File: src/sv/square_brush_pixel_writer_defines.svh
// Assertion macros for the square brush pixel writer.
// Included by the top level; expects clk and arst_n in scope.
`ifndef SQUARE_BRUSH_PIXEL_WRITER_DEFINES_SVH
`define SQUARE_BRUSH_PIXEL_WRITER_DEFINES_SVH

// The consequent must hold in the same cycle as the antecedent.
`define SBPW_ASSERT_SAME(label, ante, cons) \
	label: assert property (@(posedge clk) disable iff (!arst_n) (ante) |-> (cons)) \
		else $error("square brush pixel writer: same-cycle check failed");

// The consequent must hold in the cycle after the antecedent.
`define SBPW_ASSERT_NEXT(label, ante, cons) \
	label: assert property (@(posedge clk) disable iff (!arst_n) (ante) |=> (cons)) \
		else $error("square brush pixel writer: next-cycle check failed");

`endif

File: src/sv/sbpw_pkg.sv
// Shared types and constants for the square brush pixel writer.
// No dependencies.
package sbpw_pkg;

	// Image and brush limits.
	localparam int unsigned MAX_WIDTH  = 1024;
	localparam int unsigned MAX_HEIGHT = 1024;
	localparam int unsigned MAX_BRUSH  = 7;
	localparam int unsigned HALF_MAX   = MAX_BRUSH / 2;

	// Field widths.
	localparam int unsigned COORD_W  = 16;
	localparam int unsigned BRUSH_W  = 3;
	localparam int unsigned COLOR_W  = 8;
	localparam int unsigned DIM_W    = 11;
	localparam int unsigned ADDR_W   = 20;
	localparam int unsigned HALF_W   = BRUSH_W - 1;
	localparam int unsigned CHECK_W  = COORD_W + 2;
	localparam int unsigned PROD_W   = 2 * DIM_W;
	localparam int unsigned CFG_IDX_W = 2;
	localparam int unsigned CFG_DATA_W = DIM_W;
	localparam int unsigned IN_DATA_W  = 2 * COORD_W;
	localparam int unsigned OUT_DATA_W = ((ADDR_W + COLOR_W + 7) / 8) * 8;

	// Configuration register indexes.
	typedef enum logic [CFG_IDX_W-1:0] {
		REG_BRUSH_SIZE   = 2'd0,
		REG_PAINT_COLOR  = 2'd1,
		REG_IMAGE_WIDTH  = 2'd2,
		REG_IMAGE_HEIGHT = 2'd3
	} cfg_reg_t;

	// Limit a configured dimension to the given maximum.
	function automatic logic [DIM_W-1:0] sat_dim(input logic [DIM_W-1:0] v,
			input int unsigned lim);
		logic [DIM_W-1:0] r;
		r = v;
		if (32'(v) > lim) begin
			r = DIM_W'(lim);
		end
		return r;
	endfunction

endpackage

File: src/sv/square_brush_pixel_writer.sv
// Square brush pixel writer: top level, sequencer and shared address adder.
// Depends on sbpw_pkg and square_brush_pixel_writer_defines.svh.
//
// Usage: each transfer on the s_axis channel carries one point (x, y). The
// block answers with the frame-buffer writes of a square brush of side
// 2*(brush_size/2)+1 centred on that point, top row first, left to right,
// one write per m_axis transfer, tlast set on the final write. A point whose
// square would leave the configured image produces no writes at all.
// The point is captured on its transfer, checked against the image in ST_CHECK,
// its first row address is formed by the multiplier in ST_MUL, and ST_EMIT then
// steps the single address adder through the n writes (1, 9, 25 or 49), one
// pixel per cycle while the receiver does not stall. A skipped point returns to
// idle from ST_CHECK. No new point is taken before the current one is through.
// s_axis_tready is high only while no point is in progress.
// When the receiver stalls, the write held in the output register waits and
// the sequencer waits with it; nothing is lost or repeated.
// Reset brings the block idle with brush_size 1, paint_color 0 and a 1024 by
// 1024 image. Configuration is to be written only while idle; the block does not enforce it.
`include "square_brush_pixel_writer_defines.svh"

module square_brush_pixel_writer
	import sbpw_pkg::*;
(
	input  logic                  clk,
	input  logic                  arst_n,
	// Configuration write port.
	input  logic                  cfg_we,
	input  logic [CFG_IDX_W-1:0]  cfg_index,
	input  logic [CFG_DATA_W-1:0] cfg_data,
	// Point input. tdata: point_x [15:0], point_y [31:16].
	input  logic                  s_axis_tvalid,
	output logic                  s_axis_tready,
	input  logic [IN_DATA_W-1:0]  s_axis_tdata,
	// Write output. tdata: pixel_address [19:0], pixel_value [27:20], zeros above.
	output logic                  m_axis_tvalid,
	input  logic                  m_axis_tready,
	output logic [OUT_DATA_W-1:0] m_axis_tdata,
	output logic                  m_axis_tlast
);

	typedef enum logic [1:0] {
		ST_IDLE,
		ST_CHECK,
		ST_MUL,
		ST_EMIT
	} state_t;

	state_t               state_q;
	logic [BRUSH_W-1:0]   brush_q;
	logic [COLOR_W-1:0]   color_q;
	logic [DIM_W-1:0]     width_q;
	logic [DIM_W-1:0]     height_q;
	logic [COORD_W-1:0]   held_x_q;
	logic [COORD_W-1:0]   held_y_q;
	logic [DIM_W-1:0]     start_x_q;
	logic [DIM_W-1:0]     start_y_q;
	logic [ADDR_W-1:0]    row_step_q;
	logic [ADDR_W-1:0]    addr_q;
	logic [BRUSH_W-1:0]   row_q;
	logic [BRUSH_W-1:0]   col_q;
	logic                 m_valid_q;
	logic [ADDR_W-1:0]    m_addr_q;
	logic [COLOR_W-1:0]   m_color_q;
	logic                 m_last_q;

	logic [HALF_W-1:0]    half_c;
	logic [BRUSH_W-1:0]   span_c;
	logic [DIM_W-1:0]     w_c;
	logic [DIM_W-1:0]     h_c;
	logic signed [CHECK_W-1:0] x_lo_c, x_hi_c, y_lo_c, y_hi_c;
	logic                 fit_c;
	logic [PROD_W-1:0]    prod_c;
	logic                 row_end_c;
	logic                 last_c;
	logic                 out_free_c;
	logic                 load_c;
	logic [ADDR_W-1:0]    addr_next_c;

	// Configuration registers.
	always_ff @(posedge clk or negedge arst_n) begin
		if (!arst_n) begin
			brush_q  <= BRUSH_W'(1);
			color_q  <= '0;
			width_q  <= DIM_W'(1024);
			height_q <= DIM_W'(1024);
		end else if (cfg_we) begin
			unique case (cfg_reg_t'(cfg_index))
				REG_BRUSH_SIZE:   brush_q  <= cfg_data[BRUSH_W-1:0];
				REG_PAINT_COLOR:  color_q  <= cfg_data[COLOR_W-1:0];
				REG_IMAGE_WIDTH:  width_q  <= cfg_data[DIM_W-1:0];
				REG_IMAGE_HEIGHT: height_q <= cfg_data[DIM_W-1:0];
			endcase
		end
	end

	// Brush half width and saturated image size.
	always_comb begin
		half_c = brush_q[BRUSH_W-1:1];
		if (32'(half_c) > HALF_MAX) begin
			half_c = HALF_W'(HALF_MAX);
		end
		span_c = {half_c, 1'b0};
		w_c    = sat_dim(width_q, MAX_WIDTH);
		h_c    = sat_dim(height_q, MAX_HEIGHT);
	end

	// Bounds check of the whole square against the image.
	always_comb begin
		x_lo_c = CHECK_W'($signed(held_x_q)) - $signed(CHECK_W'(half_c));
		x_hi_c = CHECK_W'($signed(held_x_q)) + $signed(CHECK_W'(half_c));
		y_lo_c = CHECK_W'($signed(held_y_q)) - $signed(CHECK_W'(half_c));
		y_hi_c = CHECK_W'($signed(held_y_q)) + $signed(CHECK_W'(half_c));
		fit_c  = !x_lo_c[CHECK_W-1] && !y_lo_c[CHECK_W-1]
			&& (x_hi_c < $signed(CHECK_W'(w_c)))
			&& (y_hi_c < $signed(CHECK_W'(h_c)));
	end

	// First address of the square: top row times stride.
	assign prod_c = start_y_q * w_c;

	// Shared adder: one step right, or down to the start of the next row.
	always_comb begin
		row_end_c   = (col_q == span_c);
		last_c      = row_end_c && (row_q == span_c);
		addr_next_c = addr_q + (row_end_c ? row_step_q : ADDR_W'(1));
		out_free_c  = !m_valid_q || m_axis_tready;
		load_c      = (state_q == ST_EMIT) && out_free_c;
	end

	// Point capture register.
	always_ff @(posedge clk) begin
		if (s_axis_tvalid && s_axis_tready) begin
			held_x_q <= s_axis_tdata[COORD_W-1:0];
			held_y_q <= s_axis_tdata[2*COORD_W-1:COORD_W];
		end
	end

	// Sequencer and output register.
	always_ff @(posedge clk or negedge arst_n) begin
		if (!arst_n) begin
			state_q    <= ST_IDLE;
			start_x_q  <= '0;
			start_y_q  <= '0;
			row_step_q <= '0;
			addr_q     <= '0;
			row_q      <= '0;
			col_q      <= '0;
			m_valid_q  <= 1'b0;
			m_addr_q   <= '0;
			m_color_q  <= '0;
			m_last_q   <= 1'b0;
		end else begin
			if (m_axis_tready && !load_c) begin
				m_valid_q <= 1'b0;
			end
			unique case (state_q)
				ST_IDLE: begin
					if (s_axis_tvalid) begin
						state_q <= ST_CHECK;
					end
				end
				ST_CHECK: begin
					start_x_q  <= x_lo_c[DIM_W-1:0];
					start_y_q  <= y_lo_c[DIM_W-1:0];
					row_step_q <= ADDR_W'(w_c) - ADDR_W'(span_c);
					row_q      <= '0;
					col_q      <= '0;
					state_q    <= fit_c ? ST_MUL : ST_IDLE;
				end
				ST_MUL: begin
					addr_q  <= prod_c[ADDR_W-1:0] + ADDR_W'(start_x_q);
					state_q <= ST_EMIT;
				end
				ST_EMIT: begin
					if (out_free_c) begin
						m_valid_q <= 1'b1;
						m_addr_q  <= addr_q;
						m_color_q <= color_q;
						m_last_q  <= last_c;
						addr_q    <= addr_next_c;
						if (last_c) begin
							state_q <= ST_IDLE;
						end else if (row_end_c) begin
							col_q <= '0;
							row_q <= row_q + BRUSH_W'(1);
						end else begin
							col_q <= col_q + BRUSH_W'(1);
						end
					end
				end
				default: state_q <= ST_IDLE;
			endcase
		end
	end

	assign s_axis_tready = (state_q == ST_IDLE);
	assign m_axis_tvalid = m_valid_q;
	assign m_axis_tlast  = m_last_q;
	assign m_axis_tdata  = {(OUT_DATA_W - ADDR_W - COLOR_W)'(0), m_color_q, m_addr_q};

	// One point at a time: a point transfer closes the input until done.
	`SBPW_ASSERT_NEXT(a_one_point, s_axis_tvalid && s_axis_tready, !s_axis_tready)
	// The scan position never leaves the square while writes are produced.
	`SBPW_ASSERT_SAME(a_scan_bound, state_q == ST_EMIT, row_q <= span_c && col_q <= span_c)
	// Loading the final write ends the point and marks it as last.
	`SBPW_ASSERT_NEXT(a_last_ends, load_c && last_c, state_q == ST_IDLE && m_last_q)

endmodule

File: config.mk
export PLATFORM = sky130hd
export DESIGN_NAME = square_brush_pixel_writer
export DESIGN_NICKNAME = d
export VERILOG_FILES = /design/src/sv/sbpw_pkg.sv /design/src/sv/square_brush_pixel_writer.sv
export VERILOG_INCLUDE_DIRS = /design/src /design/src/sv
export SDC_FILE = /design/constraint.sdc
export NUM_CORES = 1
export LEC_CHECK = 0
export BUFFER_PORTS_ARGS = -buffer_cell sky130_fd_sc_hd__buf_2
export CORE_MARGIN = 2
export CORE_UTILIZATION = 60
export CTS_CLUSTER_DIAMETER = 60
export DETAILED_ROUTE_END_ITERATION = 12
export GPL_TIMING_DRIVEN = 0
export PLACE_DENSITY = 0.77
export SYNTH_ARGS = -nofsm -noshare
export SYNTH_HDL_FRONTEND = slang
export SYNTH_SLANG_ARGS = --single-unit
File: constraint.sdc
create_clock -name clk -period 9.6 [get_ports clk]
set_input_delay 0.96 -clock clk [delete_from_list [all_inputs] [get_ports clk]]
set_output_delay 0.96 -clock clk [all_outputs]
set_load 0.02 [all_outputs]
After elaboration in Yosys (flattened, before gate mapping)

Index checks and enable logic that the tools add are counted.
W data, S select, Z words.

Word-level logic and storage cells: 90
Input port bits: 50
Output and inout bits: 35
Register bits after elaboration: 165

Add/sub/neg operators: 9
Reductions and logical operators: 25
Mux-type cells: 21
$lt $le $gt $ge: 4
$mul: 1
Equality and inequality tests: 13

Operators with widths:

| cell                   | number |
|---|---|
| $mux W20               | 2 |
| $pmux W20 S2           | 1 |
| $add A16 B3 Y17        | 2 |
| $lt A17 B12 Y1         | 2 |
| $sub A16 B3 Y17        | 2 |
| $gt A11 B11 Y1 const B | 2 |
| $mux W11               | 2 |
| $add A20 B11 Y20       | 1 |
| $add A20 B20 Y20       | 1 |
| $mul A11 B11 Y20       | 1 |
| $mux W3                | 6 |
| $pmux W3 S2            | 2 |
| $reduce_and A2 Y1      | 6 |
| $sub A11 B3 Y12        | 1 |
| $ne A2 B2 Y1 const B   | 5 |
| $eq A2 B2 Y1 const B   | 4 |
| $mux W2                | 4 |
| $pmux W2 S4            | 1 |
| $logic_and A1 B1 Y1    | 7 |
| $add A3 B1 Y3 const B  | 2 |
| $eq A3 B3 Y1           | 2 |
| $reduce_and A3 Y1      | 2 |
| $eq A2 B1 Y1 const B   | 2 |
| $logic_not A1 Y1       | 4 |
| other kinds (5)        | 9 |

Depth between registers and ports, before layout

Depth in word-level cells: 8
Gate-level depth with buffers: 22
Mapped depth without buffers: 20

Least setup slack after synthesis

Ideal clock, no wire load.

Path kind: reg2reg
From: register width_q[10]
To: register addr_q[15]
Data required time: 9.469 ns
Arrival: 5.351 ns
Clock period less this slack: 5.481 ns
Stages on the path, launching flop included: 19
Slack: 4.119 ns
Path buffers: 2
Cell sequence: dfstp_2 > clkbuf_1 > clkbuf_1 > nand2_1 > fa_1 > fa_1 > inv_1 > fa_1 > fa_1 > inv_1 > fa_1 > inv_1 > ha_1 > a2111o_1 > o211ai_1 > nand2_1 > a21oi_1 > xor2_1 > o21ai_0

Cells in the longest elaborated chain, start to end: 5

Ends and longest elaborated chain:

| item                     | RTL line                         | RTL |
|---|---|---|
| start: declaration       | square_brush_pixel_writer.sv:51  | `logic [DIM_W-1:0] width_q;` |
| start signal: assignment | square_brush_pixel_writer.sv:90  | `REG_IMAGE_WIDTH: width_q <= cfg_data[DIM_W-1:0];` |
| $gt A11 B11 Y1           | sbpw_pkg.sv:38                   | `if (32'(v) > lim) begin` |
| $mux W11 *               | sbpw_pkg.sv:38                   |  |
| $mul A11 B11 Y20 *       | square_brush_pixel_writer.sv:119 | `assign prod_c = start_y_q * w_c;` |
| $add A20 B11 Y20 *       | square_brush_pixel_writer.sv:171 | `addr_q <= prod_c[ADDR_W-1:0] + ADDR_W'(start_x_q);` |
| $pmux W20 S2 *           | square_brush_pixel_writer.sv:156 | `unique case (state_q)` |
| end signal: assignment   | square_brush_pixel_writer.sv:171 |  |
| end signal: assignment   | square_brush_pixel_writer.sv:180 | `addr_q <= addr_next_c;` |
| end: declaration         | square_brush_pixel_writer.sv:58  | `logic [ADDR_W-1:0] addr_q;` |

Mark *: on every way between the ends. The rest lies on a longest branch, timed or not.
A chain may end at the register's enable or synchronous reset.

Worst setup path after layout

Ends and elaborated chain as after synthesis.

==> results.toml <==
[critical_path]
cp_common_cell = "fa_1"
worstRegToRegCells = 19
cp_slowest_cell = "fa_1"
critPathBufInv = 5
end_kind = "flop"
cp_cell_sequence = "clkbuf_1, nor2b_1, clkbuf_1, nand2_1, fa_1, fa_1, inv_1, fa_1, fa_1, inv_1, fa_1, inv_1, ha_1, a2111o_1, o211ai_1, nand2_1, a21oi_1, xor2_1, o21ai_0"
rrSetupSlack_ns = 3.21
path_max_fanout = 10
required_ns = 9.92
reg2reg_from = "width_q[10]"
worstSetupStartpointType = "flop"
cp.arrival_ns = 6.71
r2r_end = "addr_q[15]"
path_class = "reg -> reg"
cpPeakStageDelay_ns = 0.56
path_delay_family = "adder cells"

[detailed_routing]
drt_iter0_drc = 614
routed_via_density = 5.61
drc = 0
routedWlPerCell_um = 17.3
drt-pass1-iter-count = 5
antenna_left = 0
drt_wl_total_mm = 30.0
vias = 9709

[global_routing]
track_usage = 0.287
antenna_found_initial = 0
grt_pass1_wl_mm = 49.2
grt_max_degree = 74
grt_overflow = 0
grt_pass1_vias = 9740

[pwr]
power.leakage_nw = 6.78
peakVddDrop_mv = 0.233
power.internal_mw = 2.02
total_power_mw = 3.70
combPwrFrac = 0.572
sequentialPowerShare = 0.244
power.switching_mw = 1.68
power.density_nw_per_um2 = 265
power_frac_clock = 0.184
p_sw_frac = 0.453

[timing]
worst_slack_ns = 3.21
setup_tns_ns = 0
skew_ns = 0.0114
rsz0062_at_grt = "false"
worstMarginPinSlew_ns = 0.983
drv_slew = 0
clock.fmax_ghz = 0.156
holdWs_ns = 0.442
slew_headroom = 0.343
post-route-period-util = 0.666
period_needed_ns = 6.39
hold_viol = 0
setup_viol = 0

[clock_tree]
cts_tree = "done"
cts_resized = 0
cts_buffers = 17
cts_buffer_depth = 2
cts.clk_slew.worst_paths_ns = 0.08
post_cts_buffers = 0
htree_num_levels = 4
ctsHoldBuffers = 0
insertion_delay_ns = 0.44
root_buffer = "clkbuf_16"
cts_sinks = 156

[logic_synthesis]
syn_area_per_cell_um2 = 9.34
netlist_instances = 1344
synth-seq-cells = 156
ys_async_sr_fraction = 0.795
synth_cell_types = 68
synth_ff_type = "dfrtp_1"
synth-compound-area-share = 0.0980
synth_area_leader_cell = "dfrtp_1"
synth_xor_area_frac = 0.0558
synth_top_family_by_area = "adder cells"
synthAdderAreaFrac = 0.255
synth_edf_count = 32
yosys_warnings = 0
synthSimpleGateAreaFrac = 0.169
yosysTopAreaCellShare = 0.243
muxShareOfSynthArea = 0.0312
synth_area_leaders = "dfrtp_1, fa_1, ha_1"
syn_area_um2 = 12600
synth_seq_area_share = 0.324

[finish]
fin_cells = 1730
fillers = 1633
nets = 1695
drive_gt1_frac = 0.116
seq_area_um2 = 4070
area_delta_synth_final_pct = 11.0
antenna_cells = 0
multi_input_area_um2 = 7660

[hold_path]
hold_class = "in -> async"

[place]
gp_congestion = 0.950
dp_hpwl_mm = 23.5
portBuffers = 80
place_ws_ns = 3.28
placed_cells = 1698

[job]
drv_cap = 0

[floorplanning]
start_util = 0.617
die_h_um = 149
core-area_um2 = 20400
ios = 85
num_rows = 52
die_w_um = 149
fp.dieArea_um2 = 22100

[run_status]
status = "complete, no violations"
-- layer usage --
layer  part of all wire  global-route usage  vias to the layer above
li1                   -                   -                     4603
met1               0.42               0.382                     4734
met2               0.49               0.478                      317
met3              0.059              0.0515                       55
met4              0.027              0.0976                        0
met5                  0                   0                        -
-- synth_stat cells, drive strengths merged (2+ instances only) --
cell,number
nor2,50
a21o,12
o211ai,7
a221oi,4
or3,10
a2111oi,2
dfrtp,122
inv,161
nor2b,16
edfxtp,32
o22ai,9
nand3b,4
dfstp,2
nand4,6
nand2,244
clkbuf,51
a211oi,5
and3,9
o21bai,2
ha,102
xor2,34
or2,3
o21a,6
nand3,21
xnor2,46
mux2,33
o21ai,72
nor3b,2
and4,3
and2,59
nand2b,4
nor3,14
o2111ai,2
a31oi,12
o31a,2
o311ai,2
a22oi,4
or4,2
nor4,6
a21oi,50
fa,96
buf,6
mux2i,2
-- cell families after synthesis --
family / after synthesis
flip-flops: 156
multiplexers: 35
other: 1
buffers and inverters: 219
adder cells (fa/ha/maj): 198
XOR/XNOR: 80
AND/OR/NAND/NOR: 454
AO/OA/AOI/OAI: 201
-- power groups by stage --
stage | clock [mW] | combinational (mW) | sequential [mW]
after floorplan | 0 | 1.56 | 0.911
final | 0.680 | 2.12 | 0.902
after detailed placement | 0 | 2.10 | 0.914
after CTS | 0.686 | 2.12 | 0.901
after global placement | 0 | 2.04 | 0.908
after global routing | 0.713 | 2.41 | 0.915
-- how the worst max path moves through the flow --
| stage | startpoint | end | slack [ns] | depth (start not counted) |
|---|---|---|---|---|
| floorplan | width_q[10] | addr_q[15] | 4.12 | 18 |
| global placement | width_q[10] | addr_q[15] | 3.33 | 19 |
| detailed placement | width_q[10] | addr_q[15] | 3.28 | 19 |
| CTS | width_q[10] | addr_q[15] | 3.24 | 19 |
| global route | width_q[10] | addr_q[15] | 2.74 | 19 |
| finish | width_q[10] | addr_q[15] | 3.21 | 19 |
-- final cells by class --
type | count | area share
Buffer | 57 | 0.0171
Clock buffer | 17 | 0.0305
Clock inverter | 15 | 0.0122
Inverter | 162 | 0.0436
Multi-Input combinational cell | 972 | 0.549
Sequential cell | 156 | 0.292
Tap cell | 270 | 0.0242
Timing Repair Buffer | 81 | 0.0311
-- state kept, by name (all words and copies together), names as in the netlist, named ones only --
name	flops
m_axis_tvalid	1
height_q	11
held_y_q	16
held_x_q	16
color_q	8
row_q	3
m_color_q	8
addr_q	20
start_y_q	11
state_q	1
m_axis_tlast	1
m_addr_q	20
start_x_q	11
width_q	11
col_q	3
brush_q	2
row_step_q	12
-- through the flow --
step                 util  cell area, µm²
floorplan               -           12600
global placement    0.653           13300
detailed placement  0.655           13300
CTS                 0.684           13900
global route        0.684           13900
finish              0.684           13900
-- cell usage in the layout (no fill, tap or decap), drive strengths merged, types with 3 or more instances in the layout --
cell type	count
and2	59
and4	3
xor2	34
buf	87
nand2b	4
conb	4
ha	102
edfxtp	32
and3	9
inv	170
dfrtp	122
nor4	6
nand2	244
nor2	50
a31oi	12
mux2	33
nand3	21
o21ai	72
clkbuf	68
or2	3
nand4	6
a211oi	5
nand3b	4
o211ai	7
fa	96
a221oi	4
a22oi	4
or3	10
xnor2	46
o21a	6
a21oi	50
nor3	14
clkinv	7
o22ai	9
nor2b	16
a21o	12
Note: power is estimated with default switching activity, not from simulation.
